==> src/rtl/core/fpr_pkg.sv <==
`timescale 1ns / 1ps

package fpr_pkg;

   // Line control characters
   localparam logic [7:0] CH_STX = 8'h02;
   localparam logic [7:0] CH_ETX = 8'h03;
   localparam logic [7:0] CH_DLE = 8'h10;

   // Known command letters
   localparam logic [7:0] CMD_S_UP = 8'h53;
   localparam logic [7:0] CMD_S_LO = 8'h73;
   localparam logic [7:0] CMD_G_UP = 8'h47;
   localparam logic [7:0] CMD_G_LO = 8'h67;
   localparam logic [7:0] CMD_P_UP = 8'h50;
   localparam logic [7:0] CMD_P_LO = 8'h70;

   typedef enum logic [3:0] {
      PART_IDLE = 4'd0,
      PART_ADDR = 4'd1,
      PART_ID   = 4'd2,
      PART_CMD  = 4'd3,
      PART_STAT = 4'd4,
      PART_SIZE = 4'd5,
      PART_DATA = 4'd6,
      PART_CSUM = 4'd7,
      PART_DONE = 4'd8
   } part_type;

   localparam logic [1:0] ST_IDLE       = 2'd0;
   localparam logic [1:0] ST_INCOMPLETE = 2'd1;
   localparam logic [1:0] ST_CORRECT    = 2'd2;
   localparam logic [1:0] ST_ERROR      = 2'd3;

   localparam logic [2:0] ERR_NONE      = 3'd0;
   localparam logic [2:0] ERR_BAD_CMD   = 3'd1;
   localparam logic [2:0] ERR_SIZE      = 3'd2;
   localparam logic [2:0] ERR_EXTRA     = 3'd3;
   localparam logic [2:0] ERR_EARLY_END = 3'd4;
   localparam logic [2:0] ERR_CHECKSUM  = 3'd5;

   localparam logic [2:0] KIND_ADDR   = 3'd0;
   localparam logic [2:0] KIND_ID     = 3'd1;
   localparam logic [2:0] KIND_CMD    = 3'd2;
   localparam logic [2:0] KIND_STAT   = 3'd3;
   localparam logic [2:0] KIND_SIZE   = 3'd4;
   localparam logic [2:0] KIND_DATA   = 3'd5;
   localparam logic [2:0] KIND_CSUM   = 3'd6;

   // Frame context that does not depend on the payload limit
   typedef struct packed {
      part_type   part;
      logic       escape;
      logic [7:0] xor_sum;
      logic [7:0] checksum;
   } ctx_type;

   // One result word
   typedef struct packed {
      logic [1:0] frame_status;
      logic [2:0] error_cause;
      logic       byte_valid;
      logic [2:0] field_kind;
      logic [7:0] byte_value;
      logic [5:0] data_index;
   } rsp_type;

   function automatic logic command_known(input logic [7:0] c);
      return (c == CMD_S_UP) || (c == CMD_S_LO) || (c == CMD_G_UP) ||
             (c == CMD_G_LO) || (c == CMD_P_UP) || (c == CMD_P_LO);
   endfunction

endpackage

==> src/rtl/core/fpr_step.sv <==
`timescale 1ns / 1ps

module fpr_step import fpr_pkg::*; #(
   parameter int MAX_PAYLOAD = 64,
   parameter int LEN_W       = 6
) (
   input  logic [7:0]       raw_byte,
   input  ctx_type          ctx_cur,
   input  logic [LEN_W-1:0] idx_cur,
   input  logic [LEN_W-1:0] len_cur,
   output ctx_type          ctx_nxt,
   output logic [LEN_W-1:0] idx_nxt,
   output logic [LEN_W-1:0] len_nxt,
   output rsp_type          rsp
);

   logic [7:0]     dec_byte;
   logic [LEN_W:0] idx_inc;
   logic [7:0]     idx_wide;

   always_comb begin
      dec_byte = ctx_cur.escape ? (raw_byte - CH_DLE) : raw_byte;
      idx_inc  = {1'b0, idx_cur} + {{LEN_W{1'b0}}, 1'b1};
      idx_wide = 8'(idx_cur);

      ctx_nxt = ctx_cur;
      idx_nxt = idx_cur;
      len_nxt = len_cur;
      rsp     = '0;

      if (raw_byte == CH_STX) begin
         ctx_nxt      = '0;
         ctx_nxt.part = PART_ADDR;
         idx_nxt      = '0;
         len_nxt      = '0;
         rsp.frame_status = ST_INCOMPLETE;
      end else if (raw_byte == CH_ETX) begin
         ctx_nxt = '0;
         idx_nxt = '0;
         len_nxt = '0;
         if (ctx_cur.part == PART_DONE && ctx_cur.xor_sum == ctx_cur.checksum) begin
            rsp.frame_status = ST_CORRECT;
         end else begin
            rsp.frame_status = ST_ERROR;
            rsp.error_cause  = (ctx_cur.part == PART_DONE) ? ERR_CHECKSUM : ERR_EARLY_END;
         end
      end else if (raw_byte == CH_DLE) begin
         ctx_nxt.escape   = 1'b1;
         rsp.frame_status = (ctx_cur.part == PART_IDLE) ? ST_IDLE : ST_INCOMPLETE;
      end else begin
         ctx_nxt.escape = 1'b0;
         case (ctx_cur.part)
            PART_IDLE: begin
               rsp.frame_status = ST_IDLE;
            end
            PART_ADDR, PART_ID, PART_STAT: begin
               ctx_nxt.xor_sum  = ctx_cur.xor_sum ^ dec_byte;
               ctx_nxt.part     = part_type'(ctx_cur.part + 4'd1);
               rsp.frame_status = ST_INCOMPLETE;
               rsp.byte_valid   = 1'b1;
               rsp.field_kind   = (ctx_cur.part == PART_ADDR) ? KIND_ADDR :
                                  (ctx_cur.part == PART_ID)   ? KIND_ID : KIND_STAT;
               rsp.byte_value   = dec_byte;
            end
            PART_CMD: begin
               if (!command_known(dec_byte)) begin
                  ctx_nxt = '0;
                  idx_nxt = '0;
                  len_nxt = '0;
                  rsp.frame_status = ST_ERROR;
                  rsp.error_cause  = ERR_BAD_CMD;
               end else begin
                  ctx_nxt.xor_sum  = ctx_cur.xor_sum ^ dec_byte;
                  ctx_nxt.part     = PART_STAT;
                  rsp.frame_status = ST_INCOMPLETE;
                  rsp.byte_valid   = 1'b1;
                  rsp.field_kind   = KIND_CMD;
                  rsp.byte_value   = dec_byte;
               end
            end
            PART_SIZE: begin
               if ({1'b0, dec_byte} >= 9'(MAX_PAYLOAD)) begin
                  ctx_nxt = '0;
                  idx_nxt = '0;
                  len_nxt = '0;
                  rsp.frame_status = ST_ERROR;
                  rsp.error_cause  = ERR_SIZE;
               end else begin
                  // The size is below the limit, so it fits the length register.
                  ctx_nxt.xor_sum  = ctx_cur.xor_sum ^ dec_byte;
                  len_nxt          = dec_byte[LEN_W-1:0];
                  idx_nxt          = '0;
                  ctx_nxt.part     = (dec_byte == 8'd0) ? PART_CSUM : PART_DATA;
                  rsp.frame_status = ST_INCOMPLETE;
                  rsp.byte_valid   = 1'b1;
                  rsp.field_kind   = KIND_SIZE;
                  rsp.byte_value   = dec_byte;
               end
            end
            PART_DATA: begin
               ctx_nxt.xor_sum  = ctx_cur.xor_sum ^ dec_byte;
               idx_nxt          = idx_inc[LEN_W-1:0];
               if (idx_inc >= {1'b0, len_cur}) begin
                  ctx_nxt.part = PART_CSUM;
               end
               rsp.frame_status = ST_INCOMPLETE;
               rsp.byte_valid   = 1'b1;
               rsp.field_kind   = KIND_DATA;
               rsp.byte_value   = dec_byte;
               rsp.data_index   = idx_wide[5:0];
            end
            PART_CSUM: begin
               ctx_nxt.checksum = dec_byte;
               ctx_nxt.part     = PART_DONE;
               rsp.frame_status = ST_INCOMPLETE;
               rsp.byte_valid   = 1'b1;
               rsp.field_kind   = KIND_CSUM;
               rsp.byte_value   = dec_byte;
            end
            default: begin
               // Any byte after the checksum other than a start, end or escape marker.
               ctx_nxt = '0;
               idx_nxt = '0;
               len_nxt = '0;
               rsp.frame_status = ST_ERROR;
               rsp.error_cause  = ERR_EXTRA;
            end
         endcase
      end
   end

endmodule

==> src/rtl/core/framed_packet_receiver_core.sv <==
`timescale 1ns / 1ps

// Receiver for STX/ETX/DLE framed packets with an XOR checksum. Each input word
// is one raw line byte and produces exactly one result word, registered, in the
// cycle after the byte is taken. One byte is accepted every cycle; req_ready
// only drops while the result register holds a word that the sink has not yet
// taken. The frame state and the result register are the only storage, and
// the per-byte decode is a single pass of compare and XOR logic.
module framed_packet_receiver_core import fpr_pkg::*; #(
   parameter int MAX_PAYLOAD = 64
) (
   input  logic       clock,
   input  logic       reset,
   input  logic       req_valid,
   output logic       req_ready,
   input  logic [7:0] req_raw_byte,
   output logic       rsp_valid,
   input  logic       rsp_ready,
   output logic [1:0] rsp_frame_status,
   output logic [2:0] rsp_error_cause,
   output logic       rsp_byte_valid,
   output logic [2:0] rsp_field_kind,
   output logic [7:0] rsp_byte_value,
   output logic [5:0] rsp_data_index
);

   localparam int LEN_W = (MAX_PAYLOAD > 2) ? $clog2(MAX_PAYLOAD) : 1;

   ctx_type          ctx_ff, ctx_in;
   logic [LEN_W-1:0] idx_ff, idx_in;
   logic [LEN_W-1:0] len_ff, len_in;
   rsp_type          rsp_ff, rsp_in;
   logic             rsp_valid_ff;
   logic             accept;

   assign req_ready = !rsp_valid_ff || rsp_ready;
   assign accept    = req_valid && req_ready;

   fpr_step #(
      .MAX_PAYLOAD (MAX_PAYLOAD),
      .LEN_W       (LEN_W)
   ) u_step (
      .raw_byte (req_raw_byte),
      .ctx_cur  (ctx_ff),
      .idx_cur  (idx_ff),
      .len_cur  (len_ff),
      .ctx_nxt  (ctx_in),
      .idx_nxt  (idx_in),
      .len_nxt  (len_in),
      .rsp      (rsp_in)
   );

   always_ff @(posedge clock) begin
      if (reset) begin
         ctx_ff       <= '0;
         idx_ff       <= '0;
         len_ff       <= '0;
         rsp_valid_ff <= 1'b0;
      end else begin
         if (accept) begin
            ctx_ff <= ctx_in;
            idx_ff <= idx_in;
            len_ff <= len_in;
         end
         if (accept) begin
            rsp_valid_ff <= 1'b1;
         end else if (rsp_ready) begin
            rsp_valid_ff <= 1'b0;
         end
      end
   end

   always_ff @(posedge clock) begin
      if (accept) begin
         rsp_ff <= rsp_in;
      end
   end

   assign rsp_valid        = rsp_valid_ff;
   assign rsp_frame_status = rsp_ff.frame_status;
   assign rsp_error_cause  = rsp_ff.error_cause;
   assign rsp_byte_valid   = rsp_ff.byte_valid;
   assign rsp_field_kind   = rsp_ff.field_kind;
   assign rsp_byte_value   = rsp_ff.byte_value;
   assign rsp_data_index   = rsp_ff.data_index;

endmodule

==> config.mk <==
export PLATFORM = sky130hd
export DESIGN_NAME = framed_packet_receiver_core
export DESIGN_NICKNAME = d
export VERILOG_FILES = /design/src/rtl/core/fpr_pkg.sv /design/src/rtl/core/fpr_step.sv /design/src/rtl/core/framed_packet_receiver_core.sv
export SDC_FILE = /design/constraint.sdc
export NUM_CORES = 1
export LEC_CHECK = 0
export CORE_MARGIN = 2
export CORE_UTILIZATION = 39
export CTS_BUF_LIST = sky130_fd_sc_hd__clkbuf_4 sky130_fd_sc_hd__clkbuf_8
export DETAILED_ROUTE_END_ITERATION = 7
export DONT_BUFFER_PORTS = 1
export HOLD_SLACK_MARGIN = 0.08
export PLACE_DENSITY_LB_ADDON = 0.12
export SLEW_MARGIN = 0
export SYNTH_ARGS = -nofsm -noshare
export SYNTH_HDL_FRONTEND = slang
export SYNTH_SLANG_ARGS = --single-unit
==> constraint.sdc <==
create_clock -name clock -period 3.1 [get_ports clock]
set_input_delay 0.62 -clock clock [delete_from_list [all_inputs] [get_ports clock]]
set_output_delay 0.62 -clock clock [all_outputs]
set_load 0.01 [all_outputs]
-- Yosys cells after proc, flatten, opt, wreduce, memory -nomap -nowiden
Cells that the tools add are included.
Widths: inputs -> output; s select.
- logic and storage cells: 121
- bits in registers: 57
- add/subtract/negate cells: 3
- equality and inequality tests: 27
- reduce and logical (&&, ||, !) cells: 26
- mux-type cells: 48
- $lt $le $gt $ge: 2
- bitwise gates (word level): 2
- operators by type and width (cell ; number):
    $pmux 8 s4 ; 2
    $mux 21 ; 3
    $pmux 12 s5 ; 1
    $mux 6 ; 9
    $eq 8x7->1 const B ; 6
    $mux 8 ; 5
    $pmux 6 s3 ; 2
    $mux 12 ; 2
    $pmux 4 s6 ; 1
    $ne 3x1->1 const B ; 6
    $eq 4x3->1 const B ; 4
    $eq 8x2->1 const B ; 2
    $mux 16 ; 1
    $reduce_or 5->1 ; 3
    $mux 4 ; 3
    $reduce_and 4->1 ; 3
    $mux 2 ; 5
    $mux 3 ; 3
    $eq 4x2->1 const B ; 2
    $eq 8x5->1 const B ; 1
    $eq 8x8->1 ; 1
    $ge 8x7->1 const B ; 1
    $logic_not 8->1 ; 1
    $mux 1 ; 8
    24 further kinds ; 33

-- Depth between registers and ports, before layout
Gate-level depths: netlist of the first run.
- depth in word-level cells: 13
- gate-level depth with buffers: 10
- depth with buffers taken out: 10

-- Cells and area by module
A second synthesis of the first run with hierarchy kept.
- cell total of the unflattened synthesis: 439
- area total of the unflattened synthesis: 4007.6 um2
- modules (own cells, without submodules) (module ; instances ; area an instance (um2) ; cells each):
    framed_packet_receiver_core ; 1 ; 2318.5 ; 180
    fpr_step ; 1 ; 1689.1 ; 259

-- Least setup slack after synthesis of the first run
Ideal clock, no wire load.
- kind: input port to flip-flop
- from: in req_raw_byte[5]
- to: reg rsp_ff, in the netlist rsp_byte_value[2] (data pin)
- arrival time: 2094 ps
- stages: 8
- setup time: 269 ps
- slack: 736 ps
- cells stage by stage: inv_1 -> ha_1 -> nand2_1 -> xnor2_1 -> o311a_2 -> nand2_1 -> nor2_1 -> nor3_1
- word-level cells in the longest chain between the ends: 10
- ends and longest elaborated chain (element ; RTL line ; RTL):
    start: declaration ; framed_packet_receiver_core.sv:16 ; input logic [7:0] req_raw_byte,
    $sub 8x5->8 ; fpr_step.sv:22 ; dec_byte = ctx_cur.escape ? (raw_byte - CH_DLE) : raw_byte;
    $mux 8 ; fpr_step.sv:22 ;
    $eq 8x7->1 ; fpr_pkg.sv:69 ; return (c == CMD_S_UP) || (c == CMD_S_LO) || (c == CMD_G_UP) ||
    $logic_or 1x1->1 (3 in a row) ; fpr_pkg.sv:69 ;
    $logic_or 1x1->1 (2 in a row) ; fpr_pkg.sv:70 ; (c == CMD_G_LO) || (c == CMD_P_UP) || (c == CMD_P_LO);
    $mux 12 ; fpr_step.sv:66 ; if (!command_known(dec_byte)) begin
    $pmux 12 s5 ; fpr_step.sv:52 ; case (ctx_cur.part)
    end signal: assignment ; framed_packet_receiver_core.sv:75 ; rsp_ff <= rsp_in;
    end: declaration ; framed_packet_receiver_core.sv:32 ; rsp_type rsp_ff, rsp_in;
Parallel ways exist; a longest one is shown, timed or not.
A chain may end at the register's enable or synchronous reset.

-- Final worst setup path of the first run
- from: reg ctx_ff[17] (netlist bit)
- to: reg idx_ff[0]
- word-level cells in the longest chain between the ends: 6
- ends and longest elaborated chain (element ; RTL line ; RTL):
    start: declaration ; framed_packet_receiver_core.sv:29 ; ctx_type ctx_ff, ctx_in;
    start signal: assignment ; framed_packet_receiver_core.sv:61 ; ctx_ff <= ctx_in;
    $eq 4x3->1 (tied with other cells) ; fpr_step.sv:52 ;
    $reduce_or 5->1 (no line) ; -- ;
    $pmux 6 s3 ; fpr_step.sv:52 ;
    $mux 6 ; fpr_step.sv:47 ; end else if (raw_byte == CH_DLE) begin
    $mux 6 ; fpr_step.sv:37 ; end else if (raw_byte == CH_ETX) begin
    $mux 6 ; fpr_step.sv:31 ; if (raw_byte == CH_STX) begin
    end signal: assignment ; framed_packet_receiver_core.sv:62 ; idx_ff <= idx_in;
    end: declaration ; framed_packet_receiver_core.sv:30 ; logic [LEN_W-1:0] idx_ff, idx_in;
Parallel ways exist; a longest one is shown, timed or not. The select of a mux whose other input is x is not followed.

==> reports/results.ini, run 1 <==
[outcome]
outcome = finished, final reports clean

[timing]
fin_crit_sh_pct = 80.9
rsz0062_at_grt = no
slew_headroom_pct = 53.6
fmax_ghz = 0.399
hold_viol = 0
finalSetupViolations = 0
timing.hold.ws_ps = 338
fin_skew_ps = 11.8
worst_slew_pin_slew_ps = 694
min_period_ps = 2510
tns_ps = 0
maxSlewViolCount = 0

[power]
intPower_mw = 1.38
irDropWorstVdd_v = 0.000186
swShare_pct = 21.4
p_switching_mw = 0.375
leakage_nw = 1.34
sequentialPowerShare_pct = 46.1
pwr-share-clk_pct = 50.1
power.density_mw_per_mm2 = 457
combPwrFrac_pct = 3.8

[clocking]
clk_pin_slew_ps = 70
htreeDepth = 3
cts_resized = 0
numCtsBuffers = 9
cts_sinks = 57
clkLatencyLatePin_ps = 350
tritoncts = built
clockRootBuffer = clkbuf_8
post_cts_buffers = 0
clockBufferDepth = 2
cts-hold-fix-buffers = 0

[setup_path]
arrival_ps = 2790
cp-end-kind = register
start_kind = register
crit_fanout = 10
worstRegToRegCells = 8
crit_required_ps = 3390
criticalPathCategory = reg -> reg
r2r_slack_ps = 590

[yosys]
synth_seq_area_share_pct = 39.0
synth_area_leaders = edfxtp_1, dfxtp_1, ha_1
syn_avg_cell_area_sq_um = 9.62
synth_area_sq_mm = 0.00351
ys_seq_elements = 57
synth_top_family_by_area = simple AND/OR/NAND/NOR gates
synth.distinct_cells = 67
synth_top_flop_cell = dfxtp_1
synthMuxAreaShare_pct = 1.21
yosysWarnings = 0
synth_nets = 391
async_flop_share_pct = 0
synthAdderAreaFrac_pct = 4.99
synth_top_cell_area_share_pct = 19.7
synthCells = 365
yosysTopAreaCell = edfxtp_1
synthSimpleGateAreaFrac_pct = 24.6
synth_xor_area_share_pct = 5.17
synth_compound_area_share_pct = 19.6
synth_edf_count = 23

[die]
fp-row-count = 34
fp.dieW_um = 98.9
dieArea_sq_mm = 0.00978
boundaryPins = 37
start_util_pct = 40.3
die_h_um = 98.9
core-area_sq_mm = 0.00872

[final_layout]
regArea_sq_mm = 0.00137
area_growth_pct = 9.26
n_antenna_cell = 0
fin_nets = 398
num-fill-cells = 815
mostFrequentLayoutCells = dfxtp_1, nand2_1, nor2_1, nand3_1, edfxtp_1
drive_gt1_share_pct = 15.1
mostFrequentLayoutCell = dfxtp_1
multi_input_area_sq_mm = 0.00195

[place]
portBuffers = 0
place.gp.congestion = 0.836
hpwl_um = 6550

[route]
drt_iter0_markers = 171
firstDrtPassIters = 4
vias = 2835
wl_um = 8970
ant_nets = 0
routedWlPerCell_um = 18.5
via_per_inst = 5.85
drcViolationCount = 0

[run]
drv_cap = 0

[global_route]
grt_max_degree = 29
antenna_found_initial = 0
grt_use_total_pct = 19.5
grt_pass1_wl_um = 14800
grt_pass1_vias = 2790
grt_overflow = 0

[worst_hold_path]
min_path_type = in -> reg
hold_depth = 1

-- worst max-delay path: stages (launching register included) --
cell	delay [ps]
dfxtp_1	420
inv_1	90
ha_1	320
nor2b_1	220
and2b_2	280
a21oi_4	330
nand3_2	200
or4_1	430
a21oi_1	140
-- routing by layer --
metal	share of wire [%]	vias up	global-route usage (%)
met5	0	-	0
met4	1.6	0	7.90
li1	-	1366	-
met3	7.3	15	4.47
met1	49	1342	27.3
met2	42	112	28.8
-- synth_stat cells, types with 4 or more instances --
library cell / count
a21oi_1: 22
a221o_1: 6
a31oi_1: 8
and2_1: 10
clkbuf_8: 5
dfxtp_1: 34
edfxtp_1: 23
ha_1: 14
inv_1: 17
nand2_1: 33
nand2b_1: 4
nand3_1: 25
nand3b_1: 6
nand4_1: 4
nor2_1: 28
nor3_1: 14
o211ai_1: 6
o21ai_0: 14
o311ai_2: 6
xnor2_1: 13
xor2_1: 4
-- cell type report --
type	count	area share, %
clock buffer	11	3.78
timing repair buffer	9	1.76
clock inverter	5	2.67
inverter	17	1.66
tap	108	3.52
sequential	57	35.7
multi-input combinational	278	50.9
-- power groups by stage --
stage                     registers [mW]  clock network, mW  logic (mW)
final                              0.807              0.878      0.0671
after global routing               0.808              0.918      0.0741
after CTS                          0.808              0.887      0.0672
after detailed placement           0.824                  0      0.0671
after global placement             0.824                  0      0.0662
after floorplan                    0.823                  0      0.0535
-- path summary, 6_finish.rpt --
path,start,to
hold reg to reg,len_ff[2]$_SDFFE_PP0P_,len_ff[2]$_SDFFE_PP0P_
setup reg to reg,ctx_ff[17]$_SDFFE_PP0P_,idx_ff[0]$_SDFFE_PP0P_
setup / recovery,ctx_ff[17]$_SDFFE_PP0P_,idx_ff[0]$_SDFFE_PP0P_
hold / removal,reset,rsp_valid$_SDFFE_PP0P_
-- registers in the layout, summed over array words and instances (netlist names) --
signal            flops
rsp_data_index        6
len_ff                6
rsp_byte_value        8
ctx_ff               21
rsp_valid             1
rsp_field_kind        3
rsp_error_cause       3
idx_ff                6
rsp_frame_status      2
rsp_byte_valid        1
-- stage by stage --
| step | setup WS, ps | std cells | instance area, sq um | utilization (%) | power, mW |
|---|---|---|---|---|---|
| finish | 594 | 485 | 3840 | 44.0 | 1.75 |
| global route | 335 | 485 | 3840 | 44.0 | 1.80 |
| CTS | 604 | 485 | 3840 | 44.0 | 1.76 |
| detailed placement | 522 | 469 | 3590 | 41.2 | 0.892 |
| global placement | 544 | 469 | 3590 | 41.2 | 0.890 |
| floorplan | 736 | 365 | 3510 | - | 0.876 |
-- logic make-up after synthesis --
kind of cell,count (synthesis)
compound gates,85
xor+xnor,19
fa+ha+maj,14
buf+inv,30
flops,57
mux,4
simple gates,156
No activity file was read; power rests on OpenSTA's default activity.
==> run 2, diff against run 1 <==
Clock period 3.1 ns to 2.3 ns, I/O delays scaled along.
==> run 2 against run 1 <==
Non-clock buffer count grew 41. Sequential cell count is the same. Sequential power grew 35%. Via count grew 5.0%. Utilization grew 4.3 points. Power grew 22%. Critical path depth grew 1. Critical path type unchanged. Critical endpoint is now ctx_ff[13]$_SDFFE_PP0P_.
==> reports/results.ini, run 2 (synthesis results as in run 1) <==
[clocking]
clockBufferDepth = 2
clk_pin_slew_ps = 70
cts-hold-fix-buffers = 0
cts_sinks = 57
clkLatencyLatePin_ps = 340
clockRootBuffer = clkbuf_8
tritoncts = built
htreeDepth = 3
numCtsBuffers = 9

[final_layout]
area_growth_pct = 20.0
drive_gt1_share_pct = 28.2
finish.utilization_pct = 48.3
final_cells = 526
mostFrequentLayoutCell = buf_4
largest_register_ffs = 21
n_antenna_cell = 0
largest-register = ctx_ff
fin_nets = 439
mostFrequentLayoutCells = buf_4, nand2_1, dfxtp_1, nor2_1, nand3_1

[worst_hold_path]
hp-start = reset
hold_path_end = rsp_valid$_SDFFE_PP0P_
hold_depth = 1
min_path_type = in -> reg

[die]
die_h_um = 98.9
dieArea_sq_mm = 0.00978
start_util_pct = 40.3
core-area_sq_mm = 0.00872
fp.dieW_um = 98.9
fp-row-count = 34
boundaryPins = 37

[place]
dp_cells = 505
hpwl_um = 6950
portBuffers = 0
place.gp.congestion = 0.865

[power]
power.density_mw_per_mm2 = 508
irDropWorstVdd_v = 0.000222
leakage_nw = 1.53

[timing]
slew_headroom_pct = 64.2
min_period_ps = 2220
maxSlewViolCount = 0
fin_crit_sh_pct = 96.7
hold_viol = 0
fmax_ghz = 0.450
fin_skew_ps = 6.66
rsz0062_at_grt = no
worst_slew_pin_slew_ps = 537
finalSetupViolations = 0

[setup_path]
crit_family = compound AO/OA/AOI/OAI gates
worstRegToRegCells = 9
r2r_slack_ps = 80
path_cells = inv_1, ha_2, buf_4, nor2b_1, or3_1, o311a_2, a21boi_4, nand2_4, o311ai_2
crit_fanout = 8
cp-end-kind = register
timing.critical_path.slowest_stage_cell = or3_1
max_stage_delay_ps = 400
criticalPathCategory = reg -> reg
reg2reg_to = ctx_ff[13]$_SDFFE_PP0P_
path_buf_inv = 2
start_kind = register
arrival_ps = 2480
crit_required_ps = 2560
worstReg2RegStart = ctx_ff[18]$_SDFFE_PP0P_

[route]
wl_met1_um = 4540
drt_iter0_markers = 133
route.met3.wl_um = 580
routedWlPerCell_um = 17.8
vias = 2976
wl_um = 9350
drcViolationCount = 0
wl_met2_um = 4010
ant_nets = 0
highest_layer = met4
firstDrtPassIters = 4
via_per_inst = 5.66

[global_route]
grt_overflow = 0
grt_pass1_wl_um = 15300
grt_pass1_vias = 2887
grt_use_total_pct = 20.0
antenna_found_initial = 0
grt_max_degree = 29

[outcome]
outcome = finished, final reports clean

[run]
drv_cap = 0

[run 2: worst max-delay path by stage]
stage                                      endpoint  slack, ps               startpoint  depth (start not counted)
finish                      ctx_ff[13]$_SDFFE_PP0P_         80  ctx_ff[18]$_SDFFE_PP0P_                          9
global placement            ctx_ff[18]$_SDFFE_PP0P_        -90   idx_ff[1]$_SDFFE_PP0P_                         10
detailed placement          ctx_ff[18]$_SDFFE_PP0P_        -50   idx_ff[1]$_SDFFE_PP0P_                         10
floorplan                   ctx_ff[18]$_SDFFE_PP0P_        0.5   idx_ff[0]$_SDFFE_PP0P_                          8
global route        rsp_byte_value[3]$_SDFFCE_PP0P_          3  ctx_ff[18]$_SDFFE_PP0P_                         10
CTS                         ctx_ff[18]$_SDFFE_PP0P_          9   idx_ff[1]$_SDFFE_PP0P_                         10
[run 2: final cells by class]
cell class / count / area, sq um
multi-input combinational: 278 / 2040
sequential: 57 / 1380
inverter: 17 / 63.8
clock inverter: 6 / 67.6
tap: 108 / 135
timing repair buffer: 50 / 392
clock buffer: 10 / 131
fill: 834 / 4510
[run 2: per-stage QoR]
stage          hold WS (ps)  worst slack, ps  instance area, sq um  setup TNS (ps)  power [mW]
5_1_grt                 163             3.12                  4210               0        2.23
4_1_cts                 168             9.10                  4080               0        2.17
3_5_place_dp            438            -53.5                  3870           -53.5        1.21
3_3_place_gp            441            -90.8                  3870            -108        1.21
6_report                186             76.7                  4210               0        2.14
2_1_floorplan           429            0.507                  3510               0        1.18
[run 2: worst reg2reg max path, stage by stage (launching register included)]
cell	delay, ps
dfxtp_1	350
inv_1	130
ha_2	200
buf_4	160
nor2b_1	60
or3_1	400
o311a_2	190
a21boi_4	230
nand2_4	150
o311ai_2	260
[run 2: timing repair]
item	CTS	global route
gates resized for setup	3	20
buffers inserted	1	4
endpoints found under the setup margin	1	39
pin swaps	0	6
[run 2: power by group]
part / total, mW / internal, mW / switching, mW
Clock: 0.952 / 0.515 / 0.437
Combinational: 0.105 / 0.0377 / 0.0672
Sequential: 1.09 / 1.07 / 0.0172
Total: 2.14 / 1.62 / 0.521
[run 2: metal layers]
metal,track usage [%],vias up
met5,0,-
met4,7.06,0
met3,5.74,18
met2,28.7,89
met1,28.5,1429
li1,-,1440
==> run 3, diff against run 2 <==
Settings changed: CORE_MARGIN 2 to default.
==> run 3 against run 2 <==
Clock skew up 4.5 ps. Via count down 2.8%. Combinational power about the same. Wire length down 0.91%. Critical path depth up 1. Global-route usage up 0.94 points. Die area down 4.0%. Utilization down 0.96 points. Sequential share of layout area up 0.60 points. Count of clock-buffer cells in the layout down 1. Largest cell class unchanged. Highest routed layer unchanged.
==> reports/results.ini, run 3 (synthesis results as in run 1) <==
[final_layout]
largest_register_ffs = 21
num-fill-cells = 845
fin_nets = 438
largest-register = ctx_ff
mostFrequentLayoutCells = buf_4, nand2_1, dfxtp_1, nor2_1, nand3_1
drive_gt1_share_pct = 27.1
mostFrequentLayoutCell = buf_4
regArea_sq_mm = 0.00138
area_growth_pct = 17.6
n_antenna_cell = 0
multi_input_area_sq_mm = 0.00200

[power]
combPwrFrac_pct = 5.2
irDropWorstVdd_v = 0.000236
swShare_pct = 26.0
sequentialPowerShare_pct = 53.8
power.density_mw_per_mm2 = 489
p_switching_mw = 0.525
leakage_nw = 1.51
intPower_mw = 1.50
pwr-share-clk_pct = 41.0

[global_route]
grt_overflow = 0
antenna_found_initial = 0
grt_most_used_layer = met2
met2_usage_pct = 31.4
groute.layer.met1.usage_pct = 29.1
grt_use_total_pct = 20.9
grt_pass1_vias = 2888
grt_max_degree = 29
grt_use_met3_pct = 5.78
grt_pass1_wl_um = 15400

[die]
core-area_sq_mm = 0.00872
boundaryPins = 37
die_h_um = 96.9
start_util_pct = 40.3
fp.dieW_um = 96.9
fp-row-count = 34
dieArea_sq_mm = 0.00939

[route]
vias = 2892
drcViolationCount = 0
via_per_inst = 5.51
wl_um = 9260
routedWlPerCell_um = 17.6
ant_nets = 0
firstDrtPassIters = 4
drt_iter0_markers = 146

[timing]
tns_ps = 0
hold_viol = 0
fmax_ghz = 0.453
slew_headroom_pct = 63.6
worst_slew_pin_slew_ps = 545
finalSetupViolations = 0
timing.hold.ws_ps = 186
fin_skew_ps = 11.2
min_period_ps = 2210
maxSlewViolCount = 0
fin_crit_sh_pct = 96.0

[setup_path]
arrival_ps = 2430
cp-end-kind = register
crit_fanout = 6
criticalPathCategory = reg -> reg
timing.critical_path.slowest_stage_cell = dfxtp_4
max_stage_delay_ps = 370
path_cells = nand3_1, nor2_2, xnor2_1, inv_1, ha_1, o2111ai_1, o22a_1, a31oi_2, buf_6, mux2_2
path_buf_inv = 2
crit_required_ps = 2530
start_kind = register
crit_family = compound AO/OA/AOI/OAI gates

[worst_hold_path]
min_path_type = in -> reg

[clocking]
clockBufferDepth = 2
numCtsBuffers = 9
tritoncts = built
cts_sinks = 57
clk_pin_slew_ps = 70
htreeDepth = 3
clkLatencyLatePin_ps = 340
clockRootBuffer = clkbuf_8

[run]
drv_cap = 0

[place]
place.gp.congestion = 0.884
hpwl_um = 6950
portBuffers = 0

[outcome]
outcome = finished, final reports clean

run 3: path summary, 6_finish.rpt:
check                                       startpoint                 endpoint  cells after the start  slack (ps)
worst max-delay path            idx_ff[1]$_SDFFE_PP0P_  ctx_ff[18]$_SDFFE_PP0P_                     10          90
worst min-delay path                             reset   idx_ff[0]$_SDFFE_PP0P_                      1         190
worst max register to register  idx_ff[1]$_SDFFE_PP0P_  ctx_ff[18]$_SDFFE_PP0P_                     10          90
worst min register to register  len_ff[3]$_SDFFE_PP0P_   len_ff[3]$_SDFFE_PP0P_                      2         460
run 3: repair_timing:
| action | in CTS | in global routing |
|---|---|---|
| hold buffers | 0 | 0 |
| resized for setup | 2 | 15 |
| endpoints found under the setup margin | 1 | 30 |
| setup buffers | 1 | 1 |
| pin swaps | 0 | 3 |
| hold endpoints to repair | 0 | 0 |
run 3: area by class of cell:
| type | count | area share [%] |
|---|---|---|
| clock buffer | 9 | 3.00 |
| clock inverter | 7 | 1.12 |
| inverter | 17 | 1.54 |
| multi-input combinational | 278 | 48.4 |
| sequential | 57 | 33.4 |
| tap | 108 | 3.27 |
| timing repair buffer | 49 | 9.30 |
run 3: metal layers:
metal  vias to the layer above  part of all wire [%]
met5                         -                     0
met2                        69                    44
met1                      1372                    49
met3                         9                   5.4
met4                         0                   1.4
li1                       1442                     -
run 3: through the flow:
step	instance area (sq um)	util [%]	setup WS [ps]	power (mW)	std cells
final	4130	47.4	91.5	2.02	525
after global placement	3890	44.6	-91.4	1.21	507
after CTS	4070	46.6	2.19	2.05	524
after detailed placement	3890	44.6	-38.8	1.22	507
after floorplan	3510	-	0.507	1.18	365
after global routing	4130	47.4	-7.22	2.12	525
run 3: worst reg2reg max path: cells and delay by family, from the launching register on:
| family | cells | cell delay (ps) |
|---|---|---|
| compound gates | 3 | 480 |
| xor+xnor | 1 | 150 |
| fa+ha+maj | 1 | 300 |
| buf+inv | 2 | 240 |
| flops | 1 | 370 |
| mux | 1 | 330 |
| simple gates | 2 | 230 |
run 3: power by group through the flow:
stage	sequential, mW	combinational [mW]	clock, mW
floorplan	1.11	0.0721	0
global placement	1.11	0.104	0
detailed placement	1.11	0.105	0
CTS	1.09	0.105	0.860
global route	1.09	0.116	0.913
finish	1.09	0.106	0.829
